### src/design/apmd_pkg.sv
// Shared types, constants and the ramp step table for the angle PID drive.
package apmd_pkg;

  // Fixed-point formats
  localparam int ANGLE_FRAC_BITS = 4;
  localparam int GAIN_FRAC_BITS  = 16;
  localparam int REF_FRAC_BITS   = 8;
  localparam int REF_SHIFT       = REF_FRAC_BITS - ANGLE_FRAC_BITS;
  localparam int DEN_SHIFT       = GAIN_FRAC_BITS + ANGLE_FRAC_BITS;

  // Angle limits, Q4 degrees
  localparam int HALF_TURN  = 180 << ANGLE_FRAC_BITS;
  localparam int FULL_TURN  = 360 << ANGLE_FRAC_BITS;

  // 500 deg*s at 100 ticks/s, in Q4 degree-ticks
  localparam int INTEG_LIMIT = 500 * 100 * (1 << ANGLE_FRAC_BITS);

  localparam int OUT_LIMIT = 1000;
  localparam int TICK_RATE = 100;
  // Numerator that maps to full-scale output
  localparam longint OUT_LIMIT_NUM = longint'(OUT_LIMIT) * TICK_RATE * (longint'(1) << DEN_SHIFT);

  // Divide by TICK_RATE as multiply by reciprocal; exact for quotients up to 1996
  localparam int RECIP_SHIFT = 24;
  localparam int RECIP_100   = 167773;

  // Bridge direction codes
  localparam logic [1:0] DIR_STOP = 2'd0;
  localparam logic [1:0] DIR_CW   = 2'd1;
  localparam logic [1:0] DIR_CCW  = 2'd2;

  // Register indexes
  localparam logic [2:0] REG_SETPOINT   = 3'd0;
  localparam logic [2:0] REG_RAMP_MODE  = 3'd1;
  localparam logic [2:0] REG_RAMP_SLOPE = 3'd2;
  localparam logic [2:0] REG_GAIN_P     = 3'd3;
  localparam logic [2:0] REG_GAIN_I     = 3'd4;
  localparam logic [2:0] REG_GAIN_D     = 3'd5;
  localparam logic [2:0] REG_STOP_BAND  = 3'd6;
  localparam logic [2:0] REG_MIN_DRIVE  = 3'd7;

  // Ramp step in Q8 degrees: round((1300 + 482*s) * 256 / 9900)
  localparam int SLOPE_MAX = 100;
  localparam int RAMP_DIV  = 9900;
  typedef logic [10:0] ramp_step_t;
  typedef ramp_step_t ramp_tab_t [0:SLOPE_MAX];

  function automatic ramp_tab_t build_ramp();
    ramp_tab_t tab;
    int        n;
    for (int s = 0; s <= SLOPE_MAX; s++) begin
      n      = (1300 + 482 * s) * 256;
      tab[s] = ramp_step_t'((n + RAMP_DIV / 2) / RAMP_DIV);
    end
    return tab;
  endfunction

  localparam ramp_tab_t RAMP_STEP = build_ramp();

  // Item leaving the state-update stage
  typedef struct packed {
    logic               en;
    logic               inband;
    logic signed [12:0] err;
    logic signed [20:0] isum;
    logic signed [13:0] diff;
  } front_t;

  // Item leaving the gain pipeline
  typedef struct packed {
    logic       en;
    logic       inband;
    logic       over;
    logic       pos;
    logic [9:0] q;
  } mag_t;

endpackage

### src/design/angle_pid_motor_drive.sv
// Top level of the angle PID motor drive: config registers, state loop, output stage.
//
// channel | direction | beat contents
// s_*     | in        | tdata[12:0] measured_angle, [13] enable, [15:14] zero
// m_*     | out       | tdata[9:0] drive_level, [11:10] direction,
//         |           |   [22:12] control_value, [23] zero
// APB     | in/out    | 8 registers at byte address 4*index, 32-bit data
//
// One beat in per cycle while s_tready is high, one result beat out per input beat, in order.
// The result beat is registered in order: the state update feeds the first
// pipe register at the input accept edge, five gain/scaling stages follow,
// the last one feeds the output register.
// The reference/integral/previous-error loop closes in the accept cycle.
// Stalls on m_tready ripple back through a per-stage valid chain, so
// bubbles are squeezed out before s_tready drops. Reset is synchronous
// and clears state, config to defaults, and all valids.
module angle_pid_motor_drive import apmd_pkg::*; (
  input  logic        clk,
  input  logic        rst,
  // Input stream
  input  logic        s_tvalid,
  output logic        s_tready,
  input  logic [15:0] s_tdata,   // [12:0] measured_angle, [13] enable
  // Result stream
  output logic        m_tvalid,
  input  logic        m_tready,
  output logic [23:0] m_tdata,   // [9:0] drive_level, [11:10] direction, [22:12] control_value
  // Config port
  input  logic        psel,
  input  logic        penable,
  input  logic        pwrite,
  input  logic [4:0]  paddr,
  input  logic [31:0] pwdata,
  output logic [31:0] prdata,
  output logic        pready
);

  // Config registers
  logic [12:0] setpoint;
  logic        ramp_mode;
  logic [6:0]  ramp_slope;
  logic [23:0] gain_p;
  logic [23:0] gain_i;
  logic [23:0] gain_d;
  logic [11:0] stop_band;
  logic [9:0]  min_drive;

  // Loop state
  logic [16:0]        reference;
  logic signed [20:0] integral;
  logic signed [12:0] prev_err;
  logic [1:0]         held_dir;
  logic signed [10:0] held_out;

  // Output register
  logic [9:0]         lvl;
  logic [1:0]         dir;
  logic signed [10:0] cv;

  logic        cfg_wr;
  logic [2:0]  reg_idx;
  logic        s_accept;
  logic        pipe_out_valid;
  logic        pipe_out_ready;
  logic        out_load;
  front_t      front;
  mag_t        po;

  // ---------------- Config port ----------------
  assign pready  = 1'b1;
  assign reg_idx = paddr[4:2];
  assign cfg_wr  = psel && penable && pwrite && pready;

  always_ff @(posedge clk) begin
    if (rst) begin
      setpoint   <= 13'd1440;
      ramp_mode  <= 1'b0;
      ramp_slope <= 7'd0;
      gain_p     <= 24'd262144;
      gain_i     <= 24'd655;
      gain_d     <= 24'd6554;
      stop_band  <= 12'd16;
      min_drive  <= 10'd80;
    end else if (cfg_wr) begin
      unique case (reg_idx)
        REG_SETPOINT:   setpoint   <= pwdata[12:0];
        REG_RAMP_MODE:  ramp_mode  <= pwdata[0];
        REG_RAMP_SLOPE: ramp_slope <= pwdata[6:0];
        REG_GAIN_P:     gain_p     <= pwdata[23:0];
        REG_GAIN_I:     gain_i     <= pwdata[23:0];
        REG_GAIN_D:     gain_d     <= pwdata[23:0];
        REG_STOP_BAND:  stop_band  <= pwdata[11:0];
        REG_MIN_DRIVE:  min_drive  <= pwdata[9:0];
        default:        ;
      endcase
    end
  end

  always_comb begin
    unique case (reg_idx)
      REG_SETPOINT:   prdata = 32'(setpoint);
      REG_RAMP_MODE:  prdata = 32'(ramp_mode);
      REG_RAMP_SLOPE: prdata = 32'(ramp_slope);
      REG_GAIN_P:     prdata = 32'(gain_p);
      REG_GAIN_I:     prdata = 32'(gain_i);
      REG_GAIN_D:     prdata = 32'(gain_d);
      REG_STOP_BAND:  prdata = 32'(stop_band);
      REG_MIN_DRIVE:  prdata = 32'(min_drive);
      default:        prdata = '0;
    endcase
  end

  // ---------------- Reference, error, integral ----------------
  logic [12:0]        meas;
  logic               en_in;
  logic [16:0]        spq;
  logic [6:0]         slope_sat;
  logic [17:0]        ramp_sum;
  logic [16:0]        ref_next;
  logic signed [13:0] e_raw;
  logic signed [13:0] e_wrap;
  logic signed [12:0] err;
  logic signed [21:0] sum_raw;
  logic signed [20:0] isum;
  logic [12:0]        err_mag;
  logic               inband;

  assign meas  = s_tdata[12:0];
  assign en_in = s_tdata[13];

  always_comb begin
    spq       = 17'(setpoint) << REF_SHIFT;
    slope_sat = (ramp_slope > 7'(SLOPE_MAX)) ? 7'(SLOPE_MAX) : ramp_slope;
    ramp_sum  = 18'(reference) + 18'(RAMP_STEP[slope_sat]);
    if (!ramp_mode) begin
      ref_next = spq;
    end else if (ramp_sum > 18'(spq)) begin
      ref_next = spq;
    end else begin
      ref_next = ramp_sum[16:0];
    end

    // Truncate reference to Q4 and wrap the error once into +-180 deg
    e_raw = $signed({1'b0, ref_next[REF_SHIFT +: 13]}) - $signed({1'b0, meas});
    if (e_raw > 14'(HALF_TURN)) begin
      e_wrap = e_raw - 14'(FULL_TURN);
    end else if (e_raw < -14'(HALF_TURN)) begin
      e_wrap = e_raw + 14'(FULL_TURN);
    end else begin
      e_wrap = e_raw;
    end
    err = e_wrap[12:0];

    sum_raw = 22'(integral) + 22'(err);
    if (sum_raw > 22'(INTEG_LIMIT)) begin
      isum = 21'(INTEG_LIMIT);
    end else if (sum_raw < -22'(INTEG_LIMIT)) begin
      isum = -21'(INTEG_LIMIT);
    end else begin
      isum = sum_raw[20:0];
    end

    err_mag = err[12] ? 13'(-err) : 13'(err);
    inband  = err_mag <= {1'b0, stop_band};

    front.en     = en_in;
    front.inband = inband;
    front.err    = err;
    front.isum   = isum;
    front.diff   = 14'(err) - 14'(prev_err);
  end

  assign s_accept = s_tvalid && s_tready;

  // Loop state moves only on enabled ticks
  always_ff @(posedge clk) begin
    if (rst) begin
      reference <= '0;
      integral  <= '0;
      prev_err  <= '0;
    end else if (s_accept && en_in) begin
      reference <= ref_next;
      integral  <= inband ? '0 : isum;
      prev_err  <= err;
    end
  end

  // ---------------- Gain pipeline ----------------
  apmd_gain_pipe u_gain (
    .clk       (clk),
    .rst       (rst),
    .in_valid  (s_tvalid),
    .in_ready  (s_tready),
    .in_item   (front),
    .gain_p    (gain_p),
    .gain_i    (gain_i),
    .gain_d    (gain_d),
    .out_valid (pipe_out_valid),
    .out_ready (pipe_out_ready),
    .out_item  (po)
  );

  // ---------------- Output stage ----------------
  logic [9:0]         mag;
  logic [9:0]         mind;
  logic [9:0]         vmag;
  logic signed [10:0] val;
  logic [1:0]         dir_new;

  always_comb begin
    mag  = po.over ? 10'(OUT_LIMIT) : po.q;
    mind = (min_drive > 10'(OUT_LIMIT)) ? 10'(OUT_LIMIT) : min_drive;
    // Stop band forces zero; otherwise lift small outputs to the minimum
    if (po.inband) begin
      vmag = '0;
    end else if (mag < mind) begin
      vmag = mind;
    end else begin
      vmag = mag;
    end
    // Exact zero numerator lifted to the minimum goes counterclockwise
    val = po.pos ? $signed(11'(vmag)) : -$signed(11'(vmag));
    if (po.inband) begin
      dir_new = DIR_STOP;
    end else if (vmag == '0) begin
      dir_new = held_dir;
    end else begin
      dir_new = po.pos ? DIR_CW : DIR_CCW;
    end
  end

  assign pipe_out_ready = !m_tvalid || m_tready;
  assign out_load       = pipe_out_valid && pipe_out_ready;

  always_ff @(posedge clk) begin
    if (rst) begin
      m_tvalid <= 1'b0;
      held_dir <= DIR_STOP;
      held_out <= '0;
    end else begin
      if (out_load) begin
        m_tvalid <= 1'b1;
      end else if (m_tready) begin
        m_tvalid <= 1'b0;
      end
      if (out_load && po.en) begin
        held_dir <= dir_new;
        held_out <= val;
      end
    end
  end

  always_ff @(posedge clk) begin
    if (out_load) begin
      if (po.en) begin
        lvl <= vmag;
        dir <= dir_new;
        cv  <= val;
      end else begin
        // Disabled tick: no drive, repeat last direction and output
        lvl <= '0;
        dir <= held_dir;
        cv  <= held_out;
      end
    end
  end

  assign m_tdata = {1'b0, cv, dir, lvl};

  // ---------------- Checks ----------------
  a_level_range: assert property (@(posedge clk) disable iff (rst)
    m_tvalid |-> (lvl <= 10'(OUT_LIMIT)))
    else $error("drive level above limit");

  a_level_sign: assert property (@(posedge clk) disable iff (rst)
    (m_tvalid && (lvl != '0)) |->
      ((dir == DIR_CW) && (cv > 0)) || ((dir == DIR_CCW) && (cv < 0)))
    else $error("nonzero drive level disagrees with direction or sign");

  a_integral_clamp: assert property (@(posedge clk) disable iff (rst)
    (integral <= 21'(INTEG_LIMIT)) && (integral >= -21'(INTEG_LIMIT)))
    else $error("integral outside clamp");

  a_ref_below_setpoint: assert property (@(posedge clk) disable iff (rst)
    (s_accept && en_in && !cfg_wr) |=> (reference <= (17'(setpoint) << REF_SHIFT)))
    else $error("reference passed setpoint");

endmodule

### src/design/apmd_gain_pipe.sv
// PID gain products, sum and scaling to output units, six registered stages.
module apmd_gain_pipe import apmd_pkg::*; (
  input  logic        clk,
  input  logic        rst,
  input  logic        in_valid,
  output logic        in_ready,
  input  front_t      in_item,
  input  logic [23:0] gain_p,
  input  logic [23:0] gain_i,
  input  logic [23:0] gain_d,
  output logic        out_valid,
  input  logic        out_ready,
  output mag_t        out_item
);

  localparam int NSTG = 6;

  logic [NSTG:1] v;
  logic [NSTG:1] rdy;
  logic [NSTG:1] en_s;
  logic [NSTG:1] ib_s;

  // Stage payloads
  front_t             f1;
  logic signed [37:0] pp2;
  logic signed [45:0] ip2;
  logic signed [38:0] dp2;
  logic signed [44:0] p3;
  logic signed [45:0] i3;
  logic signed [52:0] d3;
  logic signed [53:0] num4;
  logic signed [53:0] abs5;
  logic [16:0]        t5;
  logic               over5;
  logic               pos5;
  logic               over6;
  logic               pos6;
  logic [9:0]         q6;
  logic [34:0]        qprod;

  // A stage can load when empty or when it moves on this cycle
  always_comb begin
    rdy[NSTG] = !v[NSTG] || out_ready;
    for (int k = NSTG - 1; k >= 1; k--) begin
      rdy[k] = !v[k] || rdy[k+1];
    end
  end

  assign in_ready = rdy[1];

  always_ff @(posedge clk) begin
    if (rst) begin
      v <= '0;
    end else begin
      if (rdy[1]) v[1] <= in_valid;
      for (int k = 2; k <= NSTG; k++) begin
        if (rdy[k]) v[k] <= v[k-1];
      end
    end
  end

  always_ff @(posedge clk) begin
    if (rdy[1]) begin
      en_s[1] <= in_item.en;
      ib_s[1] <= in_item.inband;
    end
    for (int k = 2; k <= NSTG; k++) begin
      if (rdy[k]) begin
        en_s[k] <= en_s[k-1];
        ib_s[k] <= ib_s[k-1];
      end
    end
  end

  assign abs5  = num4[53] ? -num4 : num4;
  assign qprod = 35'(t5) * 35'(RECIP_100);

  always_ff @(posedge clk) begin
    if (rdy[1]) f1 <= in_item;
    if (rdy[2]) begin
      pp2 <= $signed({1'b0, gain_p}) * f1.err;
      ip2 <= $signed({1'b0, gain_i}) * f1.isum;
      dp2 <= $signed({1'b0, gain_d}) * f1.diff;
    end
    if (rdy[3]) begin
      p3 <= 45'(pp2) * 45'sd100;
      i3 <= ip2;
      d3 <= 53'(dp2) * 53'sd10000;
    end
    if (rdy[4]) num4 <= 54'(p3) + 54'(i3) + 54'(d3);
    if (rdy[5]) begin
      over5 <= abs5 > 54'(OUT_LIMIT_NUM);
      pos5  <= !num4[53] && (num4 != '0);
      t5    <= abs5[DEN_SHIFT +: 17];
    end
    if (rdy[6]) begin
      over6 <= over5;
      pos6  <= pos5;
      q6    <= qprod[RECIP_SHIFT +: 10];
    end
  end

  assign out_valid = v[NSTG];
  assign out_item  = '{en: en_s[NSTG], inband: ib_s[NSTG], over: over6, pos: pos6, q: q6};

endmodule
### config.mk
export PLATFORM = sky130hd
export DESIGN_NAME = angle_pid_motor_drive
export DESIGN_NICKNAME = d
export VERILOG_FILES = /design/src/design/apmd_pkg.sv /design/src/design/angle_pid_motor_drive.sv /design/src/design/apmd_gain_pipe.sv
export SDC_FILE = /design/constraint.sdc
export NUM_CORES = 2
export LEC_CHECK = 0
export BUFFER_PORTS_ARGS = -buffer_cell sky130_fd_sc_hd__buf_4
export CORE_ASPECT_RATIO = 1.2
export CORE_MARGIN = 4
export CORE_UTILIZATION = 25
export CTS_CLUSTER_DIAMETER = 40
export DETAILED_ROUTE_END_ITERATION = 7
export GPL_ROUTABILITY_DRIVEN = 0
export GPL_TIMING_DRIVEN = 0
export MAX_ROUTING_LAYER = met4
export PLACE_DENSITY = 0.46
export RECOVER_POWER = 50
export SLEW_MARGIN = 15
export SYNTH_ARGS = -nofsm -noshare
export SYNTH_HDL_FRONTEND = slang
export SYNTH_SLANG_ARGS = --single-unit
### constraint.sdc
create_clock -name clk -period 16.68 [get_ports clk]
set_input_delay 2.502 -clock clk [delete_from_list [all_inputs] [get_ports clk]]
set_output_delay 2.502 -clock clk [all_outputs]
set_load 0.02 [all_outputs]
# --- After elaboration in Yosys (flattened, before gate mapping) ---
# Memories as Yosys holds them, arrays and structs flattened.
# Index checks and enable logic that the tools add are counted.
op_classes:
  addsub: 11
  multipliers: 6
  order_cmp: 11
  eq_ne: 7
  muxes: 25
  n_bitwise: 1
  n_reduce_logical: 34
ops:
  columns: ["cell", "count"]
  rows:
  - ["case mux 32 bit (8 select lines)", 1]
  - ["2-to-1 mux 21 bit", 3]
  - ["adder 47 x 53 -> 54 bit", 1]
  - ["> comparator 54 x 38 -> 1 bit, second input constant", 1]
  - ["2-to-1 mux 54 bit", 1]
  - ["negator 54 bit", 1]
  - ["nonzero test 54 bit", 1]
  - ["multiplier 39 x 11 -> 49 bit, second input constant", 1]
  - ["adder 45 x 46 -> 47 bit", 1]
  - ["multiplier 25 x 21 -> 46 bit", 1]
  - ["2-to-1 mux 11 bit", 4]
  - ["multiplier 38 x 6 -> 43 bit, second input constant", 1]
  - ["2-to-1 mux 10 bit", 4]
  - ["multiplier 25 x 14 -> 39 bit", 1]
  - ["2-to-1 mux 13 bit", 3]
  - ["multiplier 25 x 13 -> 38 bit", 1]
  - ["multiplier 17 x 18 -> 34 bit, second input constant", 1]
  - ["2-to-1 mux 17 bit", 2]
  - ["subtractor 13 x 13 -> 14 bit", 2]
  - ["adder 21 x 13 -> 22 bit", 1]
  - ["> comparator 22 x 21 -> 1 bit, second input constant", 1]
  - ["less-than comparator 22 x 21 -> 1 bit, second input constant", 1]
  - ["adder 17 x 11 -> 18 bit", 1]
  - ["> comparator 18 x 17 -> 1 bit", 1]
  - ["25 further kinds", 59]
word_totals:
  register_bits: 615
  rom_bits: 1408
  input_bits: 60
  out_inout_bits: 59
  memories: 1
mem_list:
  columns: ["memory", "depth", "width", "read_ports", "rd_ports_with_merged_regs", "wr", "line_no", "source"]
  rows:
  - ["(name not given)", 128, 11, 1, 0, 0, "angle_pid_motor_drive.sv:134", "ramp_sum = 18'(reference) + 18'(RAMP_STEP[slope_sat]);"]

# --- Depth between registers and ports, before layout ---
logic_depth:
  depth_word: 19
  mapped_depth: 65

# --- By module ---
# From an unflattened synthesis, not the netlist that was laid out.
hier_totals:
  cells_unflattened: 9037
  area_unflattened_um2: 85520.8
modules_own_cells:
  columns: ["module", "instances", "cells_per_inst", "area_per_inst_um2"]
  rows:
  - ["apmd_gain_pipe", 1, 7022, 70408.8]
  - ["angle_pid_motor_drive", 1, 2015, 15112.0]

# --- Worst setup path before layout ---
# Ideal clock, no wire load.
synth_timing:
  kind: "reg2reg"
  startpoint: "register ramp_slope[1]"
  endpoint: "register u_gain.f1[14] (netlist name), data pin"
  t_arrival_ns: 12.079
  t_required_ns: 16.417
  slack_ns: 4.338
  stages_incl_launch_ff: 61
  period_less_slack_ns: 12.342
  cell_sequence: "dfxtp_1 clkbuf_1 o21ai_0 a21o_1 and2_1 ha_1 clkbuf_1 nand2_1 nor2_1 a21oi_1 o22ai_1 o2bb2ai_1 nand2_1 o21ai_0 ha_1 inv_1 fa_1 nor2b_1 (+25 left out) and4b_2 nor4_1 a211o_4 o2bb2ai_1 nand2_1 xnor2_1 buf_2 ha_1 clkbuf_1 a2111oi_0 a211oi_1 or4_1 o2111ai_1 o211ai_1 a21oi_1 or2_2 clkbuf_1 nor2b_1"
synth_rtl:
  columns: ["item", "line_no", "source"]
  rows:
  - ["start: declaration", "angle_pid_motor_drive.sv:41", "logic [6:0] ramp_slope;"]
  - ["start signal: assignment", "angle_pid_motor_drive.sv:88", "REG_RAMP_SLOPE: ramp_slope <= pwdata[6:0];"]
  - ["end signal: assignment", "apmd_gain_pipe.sv:79", "if (rdy[1]) f1 <= in_item;"]
  - ["end: declaration", "apmd_gain_pipe.sv:24", "front_t f1;"]

==> flow_metrics.py <==
metrics = {
    "run_status": {
        "outcome": "complete, but fails checks",
        "violations": "max-capacitance violations, max-slew violations",
    },
    "global_routing": {
        "antenna_found_initial": 18,
        "grt_usage": 0.160,
        "grt-ovfl-total": 0,
        "grt_max_degree": 60,
        "grt_pass1_wl_um": 416000,
        "grt_pass1_vias": 67220,
    },
    "layout": {
        "design_area_sq_um": 95900,
        "drive_gt1_frac": 0.0443,
        "fillers": 35523,
        "multi_input_area_sq_um": 60900,
        "area.growth.synth_to_final_pct": 13.2,
        "seq_area_sq_um": 16600,
        "fin_nets": 11493,
        "final_cell_mix": "inv_1 (1593), fa_1 (1231), nand2_1 (1164)",
        "final_common_cell": "inv_1",
    },
    "sta": {
        "finalHoldViolCount": 0,
        "maxSlewViolCount": 117,
        "slew_headroom": -0.578,
        "fin_crit_sh": 0.930,
        "whs_ns": 0.398,
        "max_freq_mhz": 64.5,
        "setup_viol": 0,
        "worst_pin_slew_ns": 2.37,
        "rsz0062_at_grt": "no",
        "finalWorstSetupSlack_ns": 1.17,
        "fin_crit_ns": 15.51,
        "clock_skew_ns": 0.0513,
        "finalSetupTns_ns": 0,
    },
    "clocking": {
        "cts.sinks": 615,
        "clock-root-buffer": "clkbuf_16",
        "clk_latency_ns": 0.79,
        "cts_buffers": 132,
        "h-tree-depth": 4,
        "cts_hold_buf": 0,
        "clk_pin_slew_ns": 0.06,
        "cts_tree": "built",
        "clk_path_buf_depth": 3,
    },
    "drt": {
        "drtIter0Drc": 4001,
        "antenna_left": 0,
        "dr_total_vias": 63369,
        "drc_errors": 0,
        "drt_wl_total_um": 274000,
        "first_pass_iters": 6,
        "via_per_inst": 4.61,
        "post_drt_wl_per_cell_um": 20.0,
    },
    "setup_path": {
        "max_stage_delay_ns": 0.48,
        "worstSetupPathType": "reg2reg",
        "cpLargestDelayFamily": "compound AO/OA/AOI/OAI gates",
        "slowest_stage": "fa_1",
        "endpoint_kind": "flip-flop",
        "cp.required_ns": 17.20,
        "cp_max_fo": 10,
        "arrival_ns": 16.03,
        "cp_num_buf_inv": 10,
        "worstSetupStartpointType": "flip-flop",
    },
    "yosys": {
        "ys_seq_elements": 615,
        "ys_types": 96,
        "netlist_area_sq_um": 84700,
        "synthCells": 8911,
        "ys_seq_area_frac": 0.196,
        "synthArstFlopShare": 0,
        "synthFlopType": "edfxtp_1",
        "yosys_warnings": 0,
        "syn_area_per_cell_sq_um": 9.51,
        "synth-edff-count": 429,
    },
    "floorplanning": {
        "ios": 119,
        "die_height_um": 646,
        "start_util": 0.252,
        "die_w_um": 539,
        "num_rows": 233,
        "die_area_sq_um": 348000,
        "core-area_sq_um": 336000,
    },
    "placed_design": {
        "hpwl_um": 232000,
        "portBuffers": 93,
        "placed_cell_area_sq_um": 91300,
        "place_ws_ns": 0.705,
    },
    "worst_hold_path": {
        "hp-class": "reg2reg",
    },
    "run": {
        "drv_cap": 6,
    },
}
==> final cells by class <==
class,count,share of cell area
antenna,11,0.000287
buffer,340,0.0139
clock buffer,153,0.0371
clock inverter,90,0.0117
inverter,1597,0.0625
multi-input combinational,6367,0.635
sequential,615,0.173
tap,4465,0.0583
timing repair buffer,103,0.00784
==> sequential cells by signal (all words and copies together), names as in the netlist, 21 cells and up <==
name and count:
u_gain.pp2 38, u_gain.i3 46, gain_i 24, u_gain.num4 54, u_gain.ip2 46, gain_d 24
u_gain.p3 43, u_gain.f1 48, gain_p 24, integral 21, u_gain.dp2 39, u_gain.d3 49
==> worst reg2reg max path, delay by kind of cell, from the launching register on <==
kind,cells,cell delay (ns)
AOI/OAI and AO/OA,28,6.60
adders and majority gates,7,2.60
and+or+nand+nor,16,2.54
buffers and inverters,10,2.37
xor gates and xnor gates,1,0.43
muxes,1,0.40
DFF,1,0.29
==> cells by family (layout without fill, tap and decap cells) <==
family          after synthesis  count (layout)  synth area share
simple gates               2440            2440             0.134
fa+ha+maj                  2279            2279             0.446
buf+inv                    1937            2283            0.0864
compound gates             1239            1239            0.0941
flops                       615             615             0.196
xor+xnor                    328             328            0.0341
mux                          71              71           0.00953
other cells                   2              21         0.0000887
==> per-layer routing <==
layer  GRT usage  wire, um
met5           -         0
met4      0.0643     12800
met3      0.0234     15500
met2       0.268    132000
met1       0.195    114000
==> worst paths after layout <==
path,startpoint,endpoint,slack (ns),cells past startpoint
worst max register to register,ramp_slope[1],u_gain.f1[20],1.17,63
worst max-delay path,ramp_slope[1],u_gain.f1[20],1.17,63
worst min register to register,u_gain.ip2[2],u_gain.i3[2],0.40,0
worst min-delay path,u_gain.ip2[2],u_gain.i3[2],0.40,0
==> stage by stage <==
| step | std cells | util |
|---|---|---|
| after floorplan | 8919 | - |
| after global routing | 13736 | 0.285 |
| after detailed placement | 13487 | 0.271 |
| final | 13741 | 0.285 |
| after CTS | 13730 | 0.285 |
| after global placement | 13477 | 0.271 |
==> synth_stat cells (all sizes together), types with 89 or more instances <==
library cell	number	area, sq um
ha	1046	13100
nand2	1164	4370
inv	1594	5980
xnor2	241	2130
dfxtp	186	3720
nand2b	115	719
o21ai	224	1120
nor3	89	445
and2	391	2450
a21oi	412	2070
fa	1231	24600
nor2	353	1330
a21o	129	968
clkbuf	312	1170
edfxtp	429	12900
==> timing repair <==
item | in CTS | in global routing
setup endpoints to repair | 0 | 40
buffers inserted | 0 | 0
gates resized for setup | 0 | 15
Power is not shown: default switching activity piles up to over one toggle a cycle in this logic, so the estimate is an artifact.
